===== src/rtl/fpa_pkg.sv =====
// ----------------------------------------------------------------------------
// fpa_pkg
// shared types, operation codes and widths for the fixed-point alu
// ----------------------------------------------------------------------------
package fpa_pkg;

    localparam int DATA_W = 32;
    localparam int OP_W   = 4;

    typedef enum logic [OP_W-1:0] {
        OP_ADD     = 4'd0,
        OP_SUB     = 4'd1,
        OP_MUL     = 4'd2,
        OP_DIV     = 4'd3,
        OP_GT      = 4'd4,
        OP_LT      = 4'd5,
        OP_GE      = 4'd6,
        OP_LE      = 4'd7,
        OP_EQ      = 4'd8,
        OP_NE      = 4'd9,
        OP_MIN     = 4'd10,
        OP_MAX     = 4'd11,
        OP_INC     = 4'd12,
        OP_DEC     = 4'd13,
        OP_INT2FIX = 4'd14,
        OP_FIX2INT = 4'd15
    } op_t;

    typedef struct packed {
        logic [OP_W-1:0]          operation;
        logic signed [DATA_W-1:0] operand_a;
        logic signed [DATA_W-1:0] operand_b;
    } fpa_in_t;

    typedef struct packed {
        logic signed [DATA_W-1:0] result_value;
        logic                     compare_true;
        logic                     divide_by_zero;
    } fpa_out_t;

    // side information carried down the pipe beside the arithmetic units
    typedef struct packed {
        op_t                      op;
        logic signed [DATA_W-1:0] simple_value;
        logic                     compare_true;
        logic                     divide_by_zero;
    } fpa_side_t;

endpackage


===== src/rtl/fpa_mul.sv =====
// ----------------------------------------------------------------------------
// fpa_mul
// pipelined signed multiply, 16x16 partial products, shifted and wrapped
// ----------------------------------------------------------------------------
module fpa_mul #(
    parameter int FRAC_BITS = 8
) (
    input  logic                              clk,
    input  logic signed [fpa_pkg::DATA_W-1:0] a,
    input  logic signed [fpa_pkg::DATA_W-1:0] b,
    output logic signed [fpa_pkg::DATA_W-1:0] product
);
    import fpa_pkg::*;

    localparam int PW = 2 * DATA_W;

    // stage 1: split into sign-magnitude halves
    logic [DATA_W-1:0] mag_a_reg, mag_b_reg;
    logic              neg_reg;
    // stage 2: four 16x16 partial products
    logic [DATA_W-1:0] pp_ll_reg, pp_lh_reg, pp_hl_reg, pp_hh_reg;
    logic              neg2_reg;
    // stage 3: sum
    logic [PW-1:0]     sum_reg;
    logic              neg3_reg;
    // stage 4: signed, shifted
    logic [DATA_W-1:0] out_reg;

    logic [PW-1:0]        sum_next;
    logic signed [PW-1:0] signed_prod;

    always_ff @(posedge clk)
    begin
        mag_a_reg <= a[DATA_W-1] ? DATA_W'(-a) : DATA_W'(a);
        mag_b_reg <= b[DATA_W-1] ? DATA_W'(-b) : DATA_W'(b);
        neg_reg   <= a[DATA_W-1] ^ b[DATA_W-1];

        pp_ll_reg <= mag_a_reg[15:0]  * mag_b_reg[15:0];
        pp_lh_reg <= mag_a_reg[15:0]  * mag_b_reg[31:16];
        pp_hl_reg <= mag_a_reg[31:16] * mag_b_reg[15:0];
        pp_hh_reg <= mag_a_reg[31:16] * mag_b_reg[31:16];
        neg2_reg  <= neg_reg;

        sum_reg   <= sum_next;
        neg3_reg  <= neg2_reg;

        out_reg   <= DATA_W'(signed_prod >>> FRAC_BITS);
    end

    always_comb
    begin
        sum_next = PW'(pp_ll_reg) + (PW'(pp_lh_reg) << 16) + (PW'(pp_hl_reg) << 16)
                 + (PW'(pp_hh_reg) << 32);
        signed_prod = neg3_reg ? (~sum_reg + PW'(1)) : sum_reg;
    end

    // arithmetic shift on an unsigned vector: force signed view
    assign product = out_reg;

endmodule


===== config.mk =====
export PLATFORM = sky130hd
export DESIGN_NAME = fpa_mul
export DESIGN_NICKNAME = d
export VERILOG_FILES = /design/src/rtl/fpa_pkg.sv /design/src/rtl/fpa_mul.sv
export SDC_FILE = /design/constraint.sdc
export NUM_CORES = 2
export LEC_CHECK = 0
export BUFFER_PORTS_ARGS = -buffer_cell sky130_fd_sc_hd__buf_2
export CAP_MARGIN = 20
export CORE_ASPECT_RATIO = 1.1
export CORE_MARGIN = 5
export CORE_UTILIZATION = 40
export CTS_BUF_LIST = sky130_fd_sc_hd__clkbuf_4 sky130_fd_sc_hd__clkbuf_8 sky130_fd_sc_hd__clkbuf_16
export DETAILED_ROUTE_END_ITERATION = 12
export GPL_ROUTABILITY_DRIVEN = 0
export PLACE_DENSITY_LB_ADDON = 0.15
export SLEW_MARGIN = 20
export SYNTH_ARGS = -nofsm -noshare
export SYNTH_HDL_FRONTEND = slang
export SYNTH_SLANG_ARGS = --single-unit

===== constraint.sdc =====
create_clock -name clk -period 8.3 [get_ports clk]
set_input_delay 0.83 -clock clk [delete_from_list [all_inputs] [get_ports clk]]
set_output_delay 0.83 -clock clk [all_outputs]
set_load 0.1 [all_outputs]

==> flow_summary.toml <==
[setup_path]
r2r_start = "mag_a_reg[8]"
crit_start = "mag_a_reg[8]"
rr_worst_depth = 23
worst_ep_arrival_time_ns = 7.72
cp-endpoint = "pp_ll_reg[31]"
cp-start-kind = "flop"
reg2reg_to = "pp_ll_reg[31]"
critPathRequiredTime_ns = 8.79
endpoint_kind = "flop"
cp_max_fo = 23
rrSetupSlack_ns = 1.07
path_class = "flop to flop"

[worst_hold_path]
hp-class = "flop to flop"
worstHoldStart = "pp_ll_reg[7]"

[clock_tree]
clk_latency_ns = 0.60
clkTransAtPathRegs_ns = 0.07
clockBufferDepth = 3
cts_resized = 0
postCtsSetupRepairBufs = 0
h-tree-depth = 1
postCtsHoldBufs = 0
cts_tree = "built"
cts-root-buf = "clkbuf_16"
cts.sinks = 227
cts_buffers = 30

[timing]
period_minus_slack_ns = 7.23
skew_ns = 0.0214
finalWorstSetupSlack_ns = 1.07
rsz0062_at_grt = "false"
slew_headroom = 0.262
worstMarginPinSlew_ns = 1.11
slew_violations = 0
clock.fmax_ghz = 0.138
fin_tns_setup_ns = 0
hold_viol_final = 0
fin_crit_sh = 0.871
setup_viol = 0

[yosys]
synth_cell_types = 57
syn-cell-area_um2 = 31300
synth_area_leaders = "fa_1 36%, dfxtp_1 15%, ha_1 11%, inv_1 8.5%, and2_1 7.4%"
synthCells = 3409
yosys_warnings = 0
yosysSeqAreaShare = 0.145
synth_fp_nets = 4322
synth_enable_flop_cells = 0
ys_ff_latch = 227
yosys.area.top_type = "fa_1"
avgSynthCellArea_um2 = 9.17
async_flop_share = 0
ys.flop_type = "dfxtp_1"
synth_top_cell_area_share = 0.363

[grt]
grt_pass1_vias = 23600
grt_pass1_wl_um = 135000
overflow = 0
grt_antenna_before_repair = 4
grt_max_degree = 34
gr-usage-all-layers = 0.206

[finish]
area_growth_pct = 8.79
final.fill_count = 7765
nNetsFinal = 4370
layout_common_cells = "706 x inv_1, 566 x fa_1, 447 x nand2_1"
drive_above_1_share = 0.0679
final_common_cell = "inv_1"
largest_register_ffs = 40

[placement]
preCtsSetupSlack_ns = 1.04
io_buffers = 96
hpwl_um = 67000

[route]
postRouteAntennaNets = 0
routed_wl_um = 84100
wl_per_cell_um = 18.6
post_drt_via_cell_ratio = 4.84
post-route-drc-count = 0
drt-initial-drc-count = 1175
vias = 21800
drt-pass1-iter-count = 5

[floorplanning]
die_w_um = 277
rows = 107
coreArea_um2 = 77500
die_h_um = 303
start_util = 0.403
io_pins = 97
dieArea_um2 = 83800

[status]
run_status = "finished clean"

[run]
cap_violations = 0
final cells by class:
| type | instances | area [µm²] | share of cell area |
|---|---|---|---|
| Clock inverter | 14 | 156 | 0.00460 |
| Tap cell | 1035 | 1290 | 0.0381 |
| Inverter | 706 | 2650 | 0.0779 |
| Antenna cell | 1 | 2.50 | 0.0000736 |
| Timing Repair Buffer | 157 | 963 | 0.0283 |
| Clock buffer | 39 | 856 | 0.0252 |
| Sequential cell | 227 | 4550 | 0.134 |
| Multi-Input combinational cell | 2335 | 23500 | 0.692 |
worst min-delay path by stage:
stage	to	slack, ns	depth (start not counted)
finish	sum_reg[7]	0.32	0
global route	sum_reg[2]	0.33	0
CTS	sum_reg[7]	0.32	0
detailed placement	neg3_reg	0.31	0
global placement	neg3_reg	0.31	0
floorplan	neg2_reg	0.31	0
worst max-delay path, cell delays in order, from the launching register on:
cell,delay [ns]
dfxtp_1,1.04
buf_4,0.35
and2_1,0.16
fa_1,0.41
inv_1,0.08
fa_1,0.43
fa_1,0.54
inv_1,0.06
fa_1,0.48
fa_1,0.48
inv_1,0.05
fa_1,0.49
inv_1,0.04
ha_1,0.34
a21oi_1,0.19
o211ai_1,0.11
a31oi_1,0.29
nor3b_1,0.14
a211o_1,0.37
a21o_1,0.21
o41ai_1,0.35
o21ai_0,0.20
o22a_1,0.20
xnor2_1,0.12
cell usage after synthesis (all sizes together) (3+ instances only):
cell type,instances
o2111ai,3
fa,566
a21o,18
a31oi,5
xnor2,200
and2,372
ha,282
clkbuf,140
a31o,3
nand3,16
or4,21
o21ba,3
nor2,69
nand2b,12
nor3,17
o31ai,27
a21oi,54
nand4,3
inv,706
or3,26
nand3b,4
or2,8
a311oi,3
a211oi,8
o21ai,57
xor2,18
o211ai,4
and3,13
o41ai,11
nand2,447
nor2b,8
dfxtp,227
nor4,6
o21bai,14
o21a,17
cell families after synthesis:
family                   synth area share
multiplexers                     0.000320
XOR/XNOR                           0.0611
AO/OA/AOI/OAI                      0.0502
buffers and inverters               0.102
adder cells (fa/ha/maj)             0.475
AND/OR/NAND/NOR                     0.166
flip-flops                          0.145
routing by layer:
metal / track usage / up-vias / share of wire
met5: 0 / - / 0
met4: 0.0502 / 0 / 0.027
li1: - / 10300 / -
met3: 0.0323 / 97 / 0.059
met2: 0.349 / 568 / 0.46
met1: 0.282 / 10900 / 0.45
per-stage QoR:
| stage | std cells | cell area (µm²) | hold slack (ns) | util |
|---|---|---|---|---|
| 2_1_floorplan | 3409 | 31300 | 0.310 | - |
| 6_report | 4514 | 34000 | 0.323 | 0.439 |
| 3_5_place_dp | 4460 | 33000 | 0.312 | 0.426 |
| 3_3_place_gp | 4460 | 33000 | 0.310 | 0.426 |
| 4_1_cts | 4513 | 34000 | 0.325 | 0.439 |
| 5_1_grt | 4513 | 34000 | 0.328 | 0.439 |
Power is not shown: default switching activity piles up to over one toggle a cycle in this logic, so the estimate is an artifact.
