`src/rtl/fpa_pkg.sv`:
```
// ----------------------------------------------------------------------------
// fpa_pkg
// shared types, operation codes and widths for the fixed-point alu
// ----------------------------------------------------------------------------
package fpa_pkg;

    localparam int DATA_W = 32;
    localparam int OP_W   = 4;

    typedef enum logic [OP_W-1:0] {
        OP_ADD     = 4'd0,
        OP_SUB     = 4'd1,
        OP_MUL     = 4'd2,
        OP_DIV     = 4'd3,
        OP_GT      = 4'd4,
        OP_LT      = 4'd5,
        OP_GE      = 4'd6,
        OP_LE      = 4'd7,
        OP_EQ      = 4'd8,
        OP_NE      = 4'd9,
        OP_MIN     = 4'd10,
        OP_MAX     = 4'd11,
        OP_INC     = 4'd12,
        OP_DEC     = 4'd13,
        OP_INT2FIX = 4'd14,
        OP_FIX2INT = 4'd15
    } op_t;

    typedef struct packed {
        logic [OP_W-1:0]          operation;
        logic signed [DATA_W-1:0] operand_a;
        logic signed [DATA_W-1:0] operand_b;
    } fpa_in_t;

    typedef struct packed {
        logic signed [DATA_W-1:0] result_value;
        logic                     compare_true;
        logic                     divide_by_zero;
    } fpa_out_t;

    // side information carried down the pipe beside the arithmetic units
    typedef struct packed {
        op_t                      op;
        logic signed [DATA_W-1:0] simple_value;
        logic                     compare_true;
        logic                     divide_by_zero;
    } fpa_side_t;

endpackage

```
`src/rtl/fpa_div.sv`:
```
// ----------------------------------------------------------------------------
// fpa_div
// pipelined restoring divider, four quotient bits per stage
// ----------------------------------------------------------------------------
module fpa_div #(
    parameter int FRAC_BITS = 8
) (
    input  logic                              clk,
    input  logic signed [fpa_pkg::DATA_W-1:0] a,
    input  logic signed [fpa_pkg::DATA_W-1:0] b,
    output logic signed [fpa_pkg::DATA_W-1:0] quotient
);
    import fpa_pkg::*;

    // dividend magnitude is DATA_W + FRAC_BITS bits
    localparam int NW   = DATA_W + FRAC_BITS;
    localparam int BPS  = 4;
    localparam int NST  = (NW + BPS - 1) / BPS;
    localparam int QW   = NST * BPS;
    localparam int RW   = DATA_W + 1;

    logic [QW-1:0]     num_reg [NST+1];
    logic [RW-1:0]     rem_reg [NST+1];
    logic [DATA_W-1:0] den_reg [NST+1];
    logic              neg_reg [NST+1];
    logic [DATA_W-1:0] out_reg;

    logic [NW-1:0]     num_mag;
    logic [DATA_W-1:0] den_mag;

    always_comb
    begin
        num_mag = a[DATA_W-1] ? NW'(-(NW'(a) << FRAC_BITS)) : (NW'(a) << FRAC_BITS);
        den_mag = b[DATA_W-1] ? DATA_W'(-b) : DATA_W'(b);
    end

    always_ff @(posedge clk)
    begin
        num_reg[0] <= QW'(num_mag);
        rem_reg[0] <= '0;
        den_reg[0] <= den_mag;
        neg_reg[0] <= a[DATA_W-1] ^ b[DATA_W-1];
    end

    genvar s;
    generate
        for (s = 0; s < NST; s++)
        begin : g_stage
            logic [QW-1:0] n;
            logic [RW-1:0] r;
            always_comb
            begin
                n = num_reg[s];
                r = rem_reg[s];
                for (int k = 0; k < BPS; k++)
                begin
                    r = {r[RW-2:0], n[QW-1]};
                    n = {n[QW-2:0], 1'b0};
                    if (r >= RW'(den_reg[s]))
                    begin
                        r = r - RW'(den_reg[s]);
                        n[0] = 1'b1;
                    end
                end
            end
            always_ff @(posedge clk)
            begin
                num_reg[s+1] <= n;
                rem_reg[s+1] <= r;
                den_reg[s+1] <= den_reg[s];
                neg_reg[s+1] <= neg_reg[s];
            end
        end
    endgenerate

    always_ff @(posedge clk)
    begin
        out_reg <= neg_reg[NST] ? DATA_W'(-num_reg[NST]) : DATA_W'(num_reg[NST]);
    end

    assign quotient = out_reg;

endmodule

```
`config.mk`:
```
export PLATFORM = sky130hd
export DESIGN_NAME = fpa_div
export DESIGN_NICKNAME = d
export VERILOG_FILES = /design/src/rtl/fpa_pkg.sv /design/src/rtl/fpa_div.sv
export SDC_FILE = /design/constraint.sdc
export NUM_CORES = 2
export LEC_CHECK = 0
export BUFFER_PORTS_ARGS = -buffer_cell sky130_fd_sc_hd__buf_2
export CELL_PAD_IN_SITES_DETAIL_PLACEMENT = 1
export CELL_PAD_IN_SITES_GLOBAL_PLACEMENT = 1
export CORE_MARGIN = 1
export CORE_UTILIZATION = 40
export DETAILED_ROUTE_END_ITERATION = 16
export PLACE_DENSITY_LB_ADDON = 0.1
export REMOVE_ABC_BUFFERS = 1
export SYNTH_ARGS = -nofsm -noshare
export SYNTH_HDL_FRONTEND = slang
export SYNTH_SLANG_ARGS = --single-unit
```
`constraint.sdc`:
```
create_clock -name clk -period 33.6 [get_ports clk]
set_input_delay 10.08 -clock clk [delete_from_list [all_inputs] [get_ports clk]]
set_output_delay 10.08 -clock clk [all_outputs]
set_load 0.05 [all_outputs]
```
==> impl_metrics.yaml <==
status:
  outcome: "complete, no violations"
timing:
  tightest_slew_ps: 1270
  relSlewSlack_pct: 13.0
  period_minus_slack_ps: 17780
  final_hold_viol_count: 0
  report.final.slew_viol_count: 0
  final.setup_skew_ps: 79.9
  max_freq_mhz: 56.2
  rsz0062_at_grt: "false"
  setup_viol_count_final: 0
  totalNegativeSetupSlack_ps: 0
  fin_crit_sh_pct: 52.9
clock_network:
  cts_sinks: 939
  ctsResizeCount: 0
  ctsHoldBuffers: 0
  clock_latency_ps: 810
  htreeDepth: 3
  root_buffer: "clkbuf_16"
  path_clk_slew_ps: 60
  cts_max_path_buffers: 3
  cts_buffers: 111
  cts_setup_buffers: 0
  cts_tree: "done"
floorplan:
  placementRows: 177
  coreArea_mm2: 0.233
  dieHeight_um: 486
  die_area_mm2: 0.236
  chipWidth_um: 486
  io_pins: 97
  start_util_pct: 40.3
global_route:
  met3_usage_pct: 2.18
  globalRouteMet2Util_pct: 52.0
  grt_pass1_vias: 89300
  grt_pass1_wl_mm: 541
  grt_max_degree: 54
  grt_use_total_pct: 29.4
  globalRouteMet1Util_pct: 37.2
  grt_remaining_overflow: 0
  gr-max-usage-layer: "met2"
  antenna_found_initial: 15
final_layout:
  register_area_mm2: 0.0188
  nets: 12900
  fill_cells: 28100
  final_cell_area_mm2: 0.101
  largest_reg_flops: 320
  utilization_pct: 43.6
  layout-drive-gt1-share_pct: 9.39
  syn_to_final_growth_pct: 8.25
  multi_input_area_mm2: 0.0712
detailed_routing:
  wl_mm: 357
  antenna_left: 0
  drt-vias-per-instance: 5.87
  route.detailed.drc: 0
  wire_per_inst_um: 24.3
  vias: 86400
  drt_iter0_drc: 4564
  firstDrtPassIters: 5
min_path:
  hold_path.startpoint: "num_reg[9][12]"
  hold_path_class: "flop to flop"
setup_path:
  worstPathArrival_ps: 18440
  worst_setup_path_end_kind: "flop"
  startpoint: "den_reg[6][1]"
  crit_slowest_cell: "a2111oi_1"
  cp_slowest_stage_delay_ps: 690
  required_ps: 34250
  critPathKind: "flop to flop"
  start_kind: "flop"
  cp_common_cell: "o21ai_0"
  cp_max_fo: 49
  r2r-start: "den_reg[6][1]"
synthesis:
  ys_warn_count: 0
  yosysTopAreaCell: "dfxtp_1"
  syn_avg_cell_area_um2: 8.11
  synth_cell_type_count: 104
  synth_edf_count: 0
  seq_area_frac_synth_pct: 20.1
  synthCells: 11500
  synth_flop_cell: "dfxtp_1"
  netlist_area_mm2: 0.0936
  async_reset_ff_share_pct: 0
  synthTopCellsByArea: "dfxtp_1, ha_1, xnor2_1, mux2_2, a21oi_1"
  ys_seq_elements: 939
  synth_top_area_share_pct: 20.1
placed_design:
  portBuffers: 96
  post_dp_cell_area_mm2: 0.0974
  dpl.hpwl_mm: 298
  globalplace.congestion: 0.918
flow_run:
  maxCapViolCount: 0
## cell type report
type	instances	area share, %
Timing Repair Buffer	144	0.830
Antenna cell	4	0.00988
Clock inverter	76	0.967
Clock buffer	132	2.91
Multi-Input combinational cell	9643	70.3
Sequential cell	939	18.5
Tap cell	3043	3.76
Inverter	732	2.71
## path summary, 6_finish.rpt
kind | endpoint | slack, ps | cells past startpoint
worst max-delay path | rem_reg[7][18] | 15820 | 56
worst min register to register | num_reg[10][16] | 320 | 0
worst max register to register | rem_reg[7][18] | 15820 | 56
worst min-delay path | num_reg[10][16] | 320 | 0
## cell families (layout without fill, tap and decap cells)
family	Yosys count	in the layout	share of synthesized area [%]
buf+inv	966	1084	4.02
compound gates	3542	3542	24.2
simple gates	3017	3017	15.6
flops	939	939	20.1
other cells	0	4	0
mux	698	698	8.38
xor+xnor	1106	1106	10.3
fa+ha+maj	1280	1280	17.4
## stage by stage
stage | hold slack [ps] | setup WS (ps) | cells
after global placement | 310 | 16330 | 14500
after global routing | 329 | 14800 | 14700
after CTS | 326 | 16040 | 14700
after detailed placement | 313 | 16080 | 14500
final | 323 | 15820 | 14700
after floorplan | 310 | 16010 | 11300
## cell usage after synthesis (68+ instances only)
| master | instances |
|---|---|
| and3_1 | 98 |
| ha_1 | 1247 |
| nand2_1 | 824 |
| o21bai_1 | 166 |
| a21oi_1 | 1049 |
| nor4_1 | 73 |
| a211oi_1 | 80 |
| nand3_1 | 193 |
| o21a_1 | 193 |
| nor2b_1 | 161 |
| nand4_1 | 192 |
| or3_1 | 68 |
| clkbuf_1 | 153 |
| nand2b_1 | 171 |
| or2_2 | 68 |
| nor2_1 | 792 |
| mux2_2 | 577 |
| inv_1 | 723 |
| nor3_1 | 198 |
| o21ai_0 | 730 |
| xnor2_1 | 782 |
| xor2_1 | 324 |
| a31oi_1 | 106 |
| o31ai_1 | 87 |
| dfxtp_1 | 939 |
| a21o_1 | 541 |
## cell usage in the layout (no fill, tap or decap), drive strengths merged, types with 98 or more instances in the layout
cell,netlist,layout
o21bai,166,166
nor2,792,792
o21ai,756,756
and3,98,98
nand2,824,824
nor3,199,199
ha,1247,1247
xnor2,782,782
buf,81,144
inv,731,753
nand3,193,193
clkbuf,153,132
o21a,193,193
a21o,541,541
nor2b,161,161
a31oi,106,106
nand2b,171,171
a21oi,1051,1051
xor2,324,324
dfxtp,939,939
nand4,192,192
mux2,642,642
## per-layer routing
| metal | share of wire (%) | vias up | wire length (um) |
|---|---|---|---|
| li1 | - | 42200 | - |
| met1 | 45 | 42300 | 162000 |
| met2 | 48 | 1505 | 172000 |
| met3 | 3.0 | 466 | 10700 |
| met4 | 3.6 | 6 | 12900 |
| met5 | 0.011 | - | 38 |
## worst max-delay path, delay by kind of cell, from the launching register on
family	cells	cell delay [ps]
flops	1	550
buf+inv	7	1970
compound gates	33	10330
fa+ha+maj	4	1300
simple gates	11	3080
mux	1	370
Power is left out: the tool's default activity adds up to more than one toggle a clock period on the data nets, which glitch-free logic cannot reach.
